File: src/rtl/mscd_pkg.sv
// Shared types, opcode and event codes, and the command length table for the
// music sequence command decoder. No dependencies.
`default_nettype none

package mscd_pkg;

	// Opcodes with a meaning of their own.
	localparam logic [7:0] OP_OCT_FIRST  = 8'hD0;
	localparam logic [7:0] OP_OCT_LAST   = 8'hD6;
	localparam logic [7:0] OP_REPEAT     = 8'hED;
	localparam logic [7:0] OP_BREAK      = 8'hEE;
	localparam logic [7:0] OP_REPEAT_END = 8'hEF;
	localparam logic [7:0] OP_JUMP       = 8'hFC;

	localparam logic [3:0] KEY_REST      = 4'd12;
	localparam logic [6:0] OCTAVE_SEMIS  = 7'd12;
	localparam logic [15:0] FLOW_BIAS    = 16'd3;
	localparam logic [8:0] REPEAT_MAX    = 9'd256;
	localparam logic [3:0] CMD_SIZE_MAX  = 4'd10;

	localparam int NUM_LEN_SLOTS = 7;

	// Event kinds.
	localparam logic [2:0] KIND_NOTE    = 3'd0;
	localparam logic [2:0] KIND_TIE     = 3'd1;
	localparam logic [2:0] KIND_REST    = 3'd2;
	localparam logic [2:0] KIND_COMMAND = 3'd3;
	localparam logic [2:0] KIND_END     = 3'd4;

	// Flow kinds.
	localparam logic [2:0] FLOW_NONE       = 3'd0;
	localparam logic [2:0] FLOW_REPEAT     = 3'd1;
	localparam logic [2:0] FLOW_BREAK      = 3'd2;
	localparam logic [2:0] FLOW_REPEAT_END = 3'd3;
	localparam logic [2:0] FLOW_JUMP       = 3'd4;
	localparam logic [2:0] FLOW_END        = 3'd5;

	// Total command length for opcodes D0 to FC.
	localparam logic [3:0] CMD_LEN [0:44] = '{
		4'd1, 4'd1, 4'd1, 4'd1, 4'd1, 4'd1, 4'd1, 4'd2, 4'd2, 4'd4, 4'd2, 4'd4,
		4'd2, 4'd2, 4'd2, 4'd1, 4'd1, 4'd1, 4'd1, 4'd1, 4'd1, 4'd1, 4'd1, 4'd2,
		4'd1, 4'd1, 4'd4, 4'd2, 4'd2, 4'd3, 4'd3, 4'd3, 4'd4, 4'd2, 4'd3, 4'd2,
		4'd2, 4'd2, 4'd2, 4'd4, 4'd2, 4'd3, 4'd10, 4'd2, 4'd3
	};

	typedef logic [NUM_LEN_SLOTS-1:0][7:0] len_slots_t;

	// Kept voice state: octave, last pitch played and the slur flag.
	typedef struct packed {
		logic [2:0] octave;
		logic [6:0] last_pitch;
		logic       slur;
	} voice_t;

	typedef struct packed {
		logic [2:0]  event_kind;
		logic [6:0]  pitch;
		logic [7:0]  duration;
		logic [7:0]  opcode;
		logic [3:0]  cmd_size;
		logic [7:0]  param_first;
		logic [7:0]  param_second;
		logic [2:0]  flow_kind;
		logic [15:0] flow_target;
		logic [8:0]  repeat_count;
		logic [15:0] cmd_addr;
	} event_t;

	function automatic logic [3:0] size_of(input logic [7:0] b);
		logic [5:0] idx;
		logic [3:0] size;
		idx = 6'(b - OP_OCT_FIRST);
		if (b < OP_OCT_FIRST)
			size = (b[2:0] != 3'd0) ? 4'd1 : 4'd2;
		else if (b > OP_JUMP)
			size = 4'd1;
		else
			size = CMD_LEN[idx];
		return size;
	endfunction

endpackage

`default_nettype wire

File: src/rtl/mscd_event.sv
// Decodes one fully assembled command into an event and the next voice state.
// Depends on mscd_pkg.
`default_nettype none

module mscd_event
	import mscd_pkg::*;
(
	input  wire logic [7:0]  opcode,
	input  wire logic [15:0] cmd_addr,
	input  wire logic [7:0]  param_first,
	input  wire logic [7:0]  param_second,
	input  wire logic [3:0]  cmd_size,
	input  wire voice_t      voice,
	input  wire len_slots_t  len_slots,
	output event_t           evt,
	output voice_t           voice_next
);

	logic [3:0]  key;
	logic [2:0]  len_idx;
	logic [2:0]  slot_idx;
	logic [6:0]  note_pitch;
	logic [15:0] offset;
	logic [15:0] rel_target;

	assign key        = opcode[7:4];
	assign len_idx    = opcode[2:0];
	assign slot_idx   = len_idx - 3'd1;
	assign note_pitch = 7'({4'd0, voice.octave} * OCTAVE_SEMIS) + {3'd0, key} + OCTAVE_SEMIS;
	assign offset     = {param_second, param_first};
	assign rel_target = cmd_addr + FLOW_BIAS + offset;

	always_comb begin
		evt              = '0;
		evt.event_kind   = KIND_COMMAND;
		evt.opcode       = opcode;
		evt.cmd_size     = cmd_size;
		evt.param_first  = param_first;
		evt.param_second = param_second;
		evt.cmd_addr     = cmd_addr;
		voice_next       = voice;

		if (opcode < OP_OCT_FIRST) begin
			evt.duration = (len_idx != 3'd0) ? len_slots[slot_idx] : param_first;
			if (key == KEY_REST) begin
				evt.event_kind  = KIND_REST;
				voice_next.slur = 1'b0;
			end else begin
				// A slurred repeat of the same pitch becomes a tie.
				evt.event_kind        = (voice.slur && note_pitch == voice.last_pitch) ?
					KIND_TIE : KIND_NOTE;
				evt.pitch             = note_pitch;
				voice_next.last_pitch = note_pitch;
				voice_next.slur       = opcode[3];
			end
		end else if (opcode <= OP_OCT_LAST) begin
			voice_next.octave = opcode[2:0];
		end else begin
			case (opcode)
				OP_REPEAT: begin
					evt.flow_kind    = FLOW_REPEAT;
					evt.repeat_count = (param_first != 8'd0) ? {1'b0, param_first} : REPEAT_MAX;
				end
				OP_BREAK: begin
					evt.flow_kind   = FLOW_BREAK;
					evt.flow_target = rel_target;
				end
				OP_REPEAT_END: begin
					evt.flow_kind = FLOW_REPEAT_END;
				end
				OP_JUMP: begin
					if (offset == 16'd0) begin
						evt.flow_kind  = FLOW_END;
						evt.event_kind = KIND_END;
					end else begin
						evt.flow_kind   = FLOW_JUMP;
						evt.flow_target = rel_target;
					end
				end
				default: begin
				end
			endcase
		end
	end

endmodule

`default_nettype wire

File: src/rtl/music_sequence_command_decoder.sv
// Top level of the music sequence command decoder: input register, command
// assembly state, event register. Depends on mscd_pkg and mscd_event.
`default_nettype none

// The decoder takes a sequence track one byte per request, with its address and
// a track-begin flag, and delivers one decoded event for every completed command
// (note, tie, rest, command or end of track). A byte is registered on arrival;
// when it leaves the input register it updates the command assembly state and,
// if it completes a command, its event is written into the output register.
// The block sustains one byte per cycle unless a completing byte meets a stalled,
// full event register, and a command's event reaches the outputs through the
// input register and the event register, which holds it until it is taken. The
// output register is freed in the same cycle it is taken, so a stall on the
// event side only holds back the byte side when a waiting byte completes a
// command and the event register is still occupied. Bytes that do not complete
// a command never wait. The seven note length registers are written through the
// configuration channel, which is always ready; indices beyond the seventh
// register are ignored. They should be written only while no byte is in flight.
module music_sequence_command_decoder
	import mscd_pkg::*;
(
	input  wire logic        clk,
	input  wire logic        arst_n,
	// Byte channel.
	input  wire logic        byte_valid,
	output logic             byte_stall,
	input  wire logic [7:0]  data_byte,
	input  wire logic [15:0] byte_addr,
	input  wire logic        track_begin,
	// Event channel.
	output logic             event_valid,
	input  wire logic        event_stall,
	output logic [2:0]       event_kind,
	output logic [6:0]       pitch,
	output logic [7:0]       duration,
	output logic [7:0]       opcode,
	output logic [3:0]       cmd_size,
	output logic [7:0]       param_first,
	output logic [7:0]       param_second,
	output logic [2:0]       flow_kind,
	output logic [15:0]      flow_target,
	output logic [8:0]       repeat_count,
	output logic [15:0]      cmd_addr,
	// Configuration channel.
	input  wire logic        cfg_valid,
	output logic             cfg_ready,
	input  wire logic [2:0]  cfg_index,
	input  wire logic [7:0]  cfg_data
);

	// Input register.
	logic        valid_s1;
	logic [7:0]  data_s1;
	logic [15:0] addr_s1;
	logic        begin_s1;

	// Command assembly and voice state.
	logic [3:0]  bytes_left_q;
	logic [7:0]  held_opcode_q;
	logic [15:0] held_addr_q;
	logic [7:0]  held_p0_q;
	logic [7:0]  held_p1_q;
	logic [3:0]  held_size_q;
	voice_t      voice_q;
	len_slots_t  len_slots_q;

	// Event register.
	logic        event_valid_q;
	event_t      event_q;

	// Next-state values for the byte in the input register.
	logic [3:0]  bytes_left_cur;
	logic [3:0]  bytes_left_nxt;
	logic [7:0]  opcode_nxt;
	logic [15:0] addr_nxt;
	logic [7:0]  p0_nxt;
	logic [7:0]  p1_nxt;
	logic [3:0]  size_nxt;
	logic [3:0]  pos;
	logic        completes;
	voice_t      voice_cur;
	voice_t      voice_emit;
	event_t      evt;
	logic        advance_s1;
	logic        accept_byte;

	// A track begin clears the voice and drops any partial command before the
	// byte is looked at.
	assign voice_cur      = begin_s1 ? '0 : voice_q;
	assign bytes_left_cur = begin_s1 ? 4'd0 : bytes_left_q;
	assign pos            = held_size_q - bytes_left_cur;

	always_comb begin
		opcode_nxt     = held_opcode_q;
		addr_nxt       = held_addr_q;
		p0_nxt         = held_p0_q;
		p1_nxt         = held_p1_q;
		size_nxt       = held_size_q;
		bytes_left_nxt = bytes_left_cur;
		completes      = 1'b0;
		if (bytes_left_cur == 4'd0) begin
			// First byte of a new command.
			opcode_nxt = data_s1;
			addr_nxt   = addr_s1;
			p0_nxt     = 8'd0;
			p1_nxt     = 8'd0;
			size_nxt   = size_of(data_s1);
			if (size_nxt == 4'd1)
				completes = 1'b1;
			else
				bytes_left_nxt = size_nxt - 4'd1;
		end else begin
			// Parameter bytes; only the first two are kept.
			if (pos == 4'd1)
				p0_nxt = data_s1;
			else if (pos == 4'd2)
				p1_nxt = data_s1;
			bytes_left_nxt = bytes_left_cur - 4'd1;
			completes      = (bytes_left_nxt == 4'd0);
		end
	end

	mscd_event u_event (
		.opcode       (opcode_nxt),
		.cmd_addr     (addr_nxt),
		.param_first  (p0_nxt),
		.param_second (p1_nxt),
		.cmd_size     (size_nxt),
		.voice        (voice_cur),
		.len_slots    (len_slots_q),
		.evt          (evt),
		.voice_next   (voice_emit)
	);

	// The held byte may move on unless it completes a command and the event
	// register is full and not being taken.
	assign advance_s1  = valid_s1 && (!completes || !event_valid_q || !event_stall);
	assign byte_stall  = valid_s1 && !advance_s1;
	assign accept_byte = byte_valid && !byte_stall;

	always_ff @(posedge clk or negedge arst_n) begin
		if (!arst_n) begin
			valid_s1 <= 1'b0;
		end else if (accept_byte) begin
			valid_s1 <= 1'b1;
		end else if (advance_s1) begin
			valid_s1 <= 1'b0;
		end
	end

	always_ff @(posedge clk) begin
		if (accept_byte) begin
			data_s1  <= data_byte;
			addr_s1  <= byte_addr;
			begin_s1 <= track_begin;
		end
	end

	always_ff @(posedge clk or negedge arst_n) begin
		if (!arst_n) begin
			bytes_left_q  <= '0;
			held_opcode_q <= '0;
			held_addr_q   <= '0;
			held_p0_q     <= '0;
			held_p1_q     <= '0;
			held_size_q   <= '0;
			voice_q       <= '0;
		end else if (advance_s1) begin
			bytes_left_q  <= bytes_left_nxt;
			held_opcode_q <= opcode_nxt;
			held_addr_q   <= addr_nxt;
			held_p0_q     <= p0_nxt;
			held_p1_q     <= p1_nxt;
			held_size_q   <= size_nxt;
			voice_q       <= completes ? voice_emit : voice_cur;
		end
	end

	always_ff @(posedge clk or negedge arst_n) begin
		if (!arst_n) begin
			event_valid_q <= 1'b0;
		end else if (advance_s1 && completes) begin
			event_valid_q <= 1'b1;
		end else if (!event_stall) begin
			event_valid_q <= 1'b0;
		end
	end

	always_ff @(posedge clk) begin
		if (advance_s1 && completes)
			event_q <= evt;
	end

	// Length registers.
	assign cfg_ready = 1'b1;

	always_ff @(posedge clk or negedge arst_n) begin
		if (!arst_n) begin
			len_slots_q <= '0;
		end else if (cfg_valid && cfg_ready && cfg_index < 3'(NUM_LEN_SLOTS)) begin
			len_slots_q[cfg_index] <= cfg_data;
		end
	end

	assign event_valid  = event_valid_q;
	assign event_kind   = event_q.event_kind;
	assign pitch        = event_q.pitch;
	assign duration     = event_q.duration;
	assign opcode       = event_q.opcode;
	assign cmd_size     = event_q.cmd_size;
	assign param_first  = event_q.param_first;
	assign param_second = event_q.param_second;
	assign flow_kind    = event_q.flow_kind;
	assign flow_target  = event_q.flow_target;
	assign repeat_count = event_q.repeat_count;
	assign cmd_addr     = event_q.cmd_addr;

`ifndef NO_ASSERTIONS
	// A command in progress always has fewer bytes still to come than its size.
	a_bytes_left_bound: assert property (@(posedge clk) disable iff (!arst_n)
		bytes_left_q != 4'd0 |-> bytes_left_q < held_size_q)
		else $error("bytes_left exceeds the held command size");

	// A delivered event covers between one and ten bytes.
	a_event_size: assert property (@(posedge clk) disable iff (!arst_n)
		event_valid_q |-> event_q.cmd_size != 4'd0 && event_q.cmd_size <= CMD_SIZE_MAX)
		else $error("event carries an impossible command size");

	// End of track comes only from a jump with no offset.
	a_end_is_jump: assert property (@(posedge clk) disable iff (!arst_n)
		event_valid_q && event_q.event_kind == KIND_END |->
		event_q.flow_kind == FLOW_END && event_q.opcode == OP_JUMP)
		else $error("end of track event not from a zero jump");

	// The byte side is held back only while a byte waits in the input register.
	a_stall_needs_byte: assert property (@(posedge clk) disable iff (!arst_n)
		byte_stall |-> valid_s1 && event_valid_q)
		else $error("byte side stalled with nothing waiting");

	// A completed byte that finds the event register busy keeps the register full.
	a_event_kept: assert property (@(posedge clk) disable iff (!arst_n)
		advance_s1 && completes |=> event_valid_q)
		else $error("completed command lost its event");
`endif

endmodule

`default_nettype wire

File: config.mk
export PLATFORM = sky130hd
export DESIGN_NAME = music_sequence_command_decoder
export DESIGN_NICKNAME = d
export VERILOG_FILES = /design/src/rtl/mscd_pkg.sv /design/src/rtl/mscd_event.sv /design/src/rtl/music_sequence_command_decoder.sv
export SDC_FILE = /design/constraint.sdc
export NUM_CORES = 1
export LEC_CHECK = 0
export ABC_AREA = 1
export BUFFER_PORTS_ARGS = -buffer_cell sky130_fd_sc_hd__buf_2
export CAP_MARGIN = 25
export CORE_ASPECT_RATIO = 1.25
export CORE_MARGIN = 3
export CORE_UTILIZATION = 43
export DETAILED_ROUTE_END_ITERATION = 16
export HOLD_SLACK_MARGIN = 0.02
export SETUP_SLACK_MARGIN = 0.5
export SLEW_MARGIN = 20
export SYNTH_ARGS = -nofsm -noshare
export SYNTH_HDL_FRONTEND = slang
export SYNTH_SLANG_ARGS = --single-unit
File: constraint.sdc
create_clock -name clk -period 5.5 [get_ports clk]
set_input_delay 0.275 -clock clk [delete_from_list [all_inputs] [get_ports clk]]
set_output_delay 0.275 -clock clk [all_outputs]
set_load 0.02 [all_outputs]
==> key figures <==
Status
  – Outcome: finished clean

STA
  – Final period util: 0.837
  – Final number of hold-violating endpoints: 0
  – Hold_ws: 77.8 ps
  – Clock period minus final worst setup slack: 4600 ps
  – Setup repair after global routing missed its margin: no
  – Highest attainable clock frequency: 217 MHz
  – Accumulated negative setup slack: 0 ps
  – Worst rel slew slack: 0.423
  – Tightest Pin Transition: 863 ps
  – Final setup vio count: 0
  – Max-slew violation total from the final report: 0
  – Maximum clock skew at final layout: 10.9 ps

Worst setup path
  – R2R depth: 20
  – Req. time, crit path: 5780 ps
  – Worst reg2reg setup slack: 900 ps
  – Capturing element type of the critical path: flop
  – Maximum fanout along the worst path: 18
  – Beginning of the critical path: begin_s1
  – Ordered list of cells on the worst path: nor2_1 -> ha_1 -> inv_1 -> fa_1 -> xnor2_4 -> nand3_4 -> nand2_1 -> nand3_2 -> inv_1 -> ha_1 -> ha_1 -> a21oi_1 -> nand2_1 -> nand2_1 -> nand2_1 -> o21ai_0 -> nor3_1 -> nor3_1 -> xor2_1 -> nor2_2
  – Crit Path Class: flop to flop
  – Crit path DAT: 4880 ps
  – Cell with the biggest individual delay on the critical path: edfxtp_1
  – Most frequent cell on the critical path: nand2_1
  – Startpoint of the most critical register-to-register path: begin_s1
  – Worst reg2reg endpoint: flow_target[10]
  – Highest cell delay on the worst timing path: 490 ps
  – Endpoint of the most critical setup path: flow_target[10]
  – Crit path launch type: flop

Logic synthesis
  – Top post-synthesis cells by area: edfxtp_1 30%, dfrtp_1 25%, nand2_1 8.6%
  – Gate count after technology mapping: 1222
  – Net count of the mapped netlist: 1317
  – Predominant post-synthesis flop cell: dfrtp_1
  – Yosys top cell by area: edfxtp_1
  – Synth async-reset ratio: 0.504
  – Number of enable-type register cells in the synthesized netlist: 115
  – Number of synthesized register bits: 232
  – Synth top area share: 0.299
  – Warnings from Yosys: 0
  – Average cell area after synthesis: 9.45 um2
  – Cell with the most instances after synthesis: nand2_1
  – Most frequent cells after synthesis: 266 x nand2_1, 173 x o21ai_0, 141 x inv_1, 117 x dfrtp_1, 115 x edfxtp_1
  – Seq/Total Area, Yosys: 0.553
  – Library cells used by synthesis: 49
  – Area of the mapped netlist: 11500 um2

Clock network
  – CTS sink count: 232
  – Post-CTS Setup Inserts: 0
  – Root Driver: clkbuf_16
  – Clock Latency Late Sink: 530 ps
  – Deepest clock path buffer count: 3
  – CTS H-tree lvls: 1
  – Total CTS buffers: 25
  – Clock Pin Slew Worst Setup and Hold Paths: 60 ps
  – CTS tree: done

Global route
  – Via count of the first global-routing pass: 8685
  – Total track usage: 0.191
  – Global-route wire length before repair: 45.4 mm
  – GRT Residual Overflow: 0
  – Initial antenna violation count: 0
  – Pin count of the biggest net entering global routing: 71

Cells and area
  – Proportion of layout cells with a drive suffix above 1: 0.167
  – Total number of nets in the final design: 1469
  – Antenna Diode Count: 0
  – Count of placed standard cells in the final layout, fillers left out: 1733
  – Fillcell total: 2470
  – Syn-to-layout area delta: 17.7%
  – Finished Core Util: 0.518

Power
  – Leak Pwr: 6.37 nW
  – Overall Power: 0.00845 W
  – Power density over the cells: 621 nW/um2
  – VDD IR max: 0.000289 V

Drt
  – Antenna-violating nets left: 0
  – Routed vias/inst: 5.07
  – Total wire length after detailed routing: 27.8 mm
  – Via count: 8781
  – Average wire per standard cell: 16.1 um
  – DRC violations left: 0
  – First-iteration detailed-routing DRC count: 599
  – Count of TritonRoute iterations in the first routing pass: 5

Die
  – Die Span X: 153 um
  – Height of the die: 189 um
  – IO Pins: 134
  – Floorplan die area: 28900 um2
  – Core outline area: 26300 um2
  – Total number of placement rows: 66
  – Starting density of the core: 0.440

Place
  – Routability congestion estimate from global placement: 0.924
  – Sum of net half-perimeters after detailed placement: 19.1 mm
  – DP Cell Count: 1659
  – Number of buffers added on ports: 132

Min path
  – Worst min-delay path class: input port to flop
  – Min-delay src: byte_valid

Job
  – Reported max-cap violation count: 0
[power by group]
part / switching [W] / internal, W / leakage, nW / total (W)
clock: 0.000689 / 0.000986 / 0.405 / 0.00167
combinational: 0.00283 / 0.00128 / 3.39 / 0.00411
sequential: 0.000192 / 0.00247 / 2.58 / 0.00266
[registers in the layout, indices dropped and copies added, names as in the netlist, 3 cells and up]
name           cells
cmd_size           4
param_first        8
held_opcode_q      8
addr_s1           16
held_addr_q       16
duration           8
flow_kind          3
pitch              7
cmd_addr          16
held_p0_q          8
flow_target       16
bytes_left_q       4
event_kind         3
repeat_count       9
voice_q           11
held_size_q        4
len_slots_q       56
data_s1            8
param_second       8
opcode             8
held_p1_q          8
[how the worst min path moves through the flow]
stage | end | slack [ps] | cells past startpoint
after global placement | addr_s1[15] | 450 | 1
after floorplan | bytes_left_q[0] | -20 | 0
after CTS | valid_s1 | 50 | 3
final | valid_s1 | 80 | 3
after global routing | valid_s1 | 100 | 3
after detailed placement | addr_s1[9] | 450 | 1
[layout by cell type (no fill, tap or decap), drive strengths merged, types with 5 or more instances in the layout]
cell type	n
nand2	278
o21ai	198
inv	149
buf	139
dfrtp	117
edfxtp	115
nor2	92
nand3	57
ha	50
clkbuf	29
dlygate4sd3	27
nand4	27
a21oi	24
xor2	20
clkinv	15
o22ai	9
a31oi	8
xnor2	7
nor3	5
[per-layer routing]
layer  global-route usage  wire length, um  vias to the layer above
met5                    0                0                        -
met4               0.0466              577                        0
met3               0.0251             1170                       42
met2                0.344            14100                      196
met1                0.245            12000                     4145
li1                     -                -                     4398
[layout make-up]
| cell class | instances | area, um2 | area share |
|---|---|---|---|
| Sequential cell | 232 | 6380 | 0.469 |
| Clock inverter | 17 | 161 | 0.0119 |
| Multi-Input combinational cell | 799 | 4390 | 0.323 |
| Inverter | 150 | 564 | 0.0415 |
| Tap cell | 340 | 425 | 0.0313 |
| Clock buffer | 29 | 651 | 0.0479 |
| Timing Repair Buffer | 166 | 1020 | 0.0749 |
[worst max-delay path: cells and delay by family (launching register included)]
| family | cells | cell delay, ps |
|---|---|---|
| compound gates | 2 | 340 |
| simple gates | 10 | 1340 |
| xor+xnor | 2 | 690 |
| fa+ha+maj | 4 | 1290 |
| buf+inv | 2 | 180 |
| flops | 1 | 490 |
[repair_timing]
action / 4_1_cts / 5_1_grt
resized for setup: 0 / 2
hold buffers: 27 / 0
hold endpoints to repair: 95 / 0
endpoints found under the setup margin: 0 / 5
[cells by family after synthesis]
family | share of synthesized area
AND/OR/NAND/NOR | 0.179
AO/OA/AOI/OAI | 0.117
flip-flops | 0.553
buffers and inverters | 0.0684
adder cells (fa/ha/maj) | 0.0611
XOR/XNOR | 0.0218
other | 0.000325
[metrics by stage]
step / instance area [um2] / setup WS, ps
floorplan: 11500 / 921
global placement: 12500 / 853
detailed placement: 12500 / 749
CTS: 13600 / 739
global route: 13600 / 500
finish: 13600 / 898
Note: power is estimated with default switching activity, not from simulation.
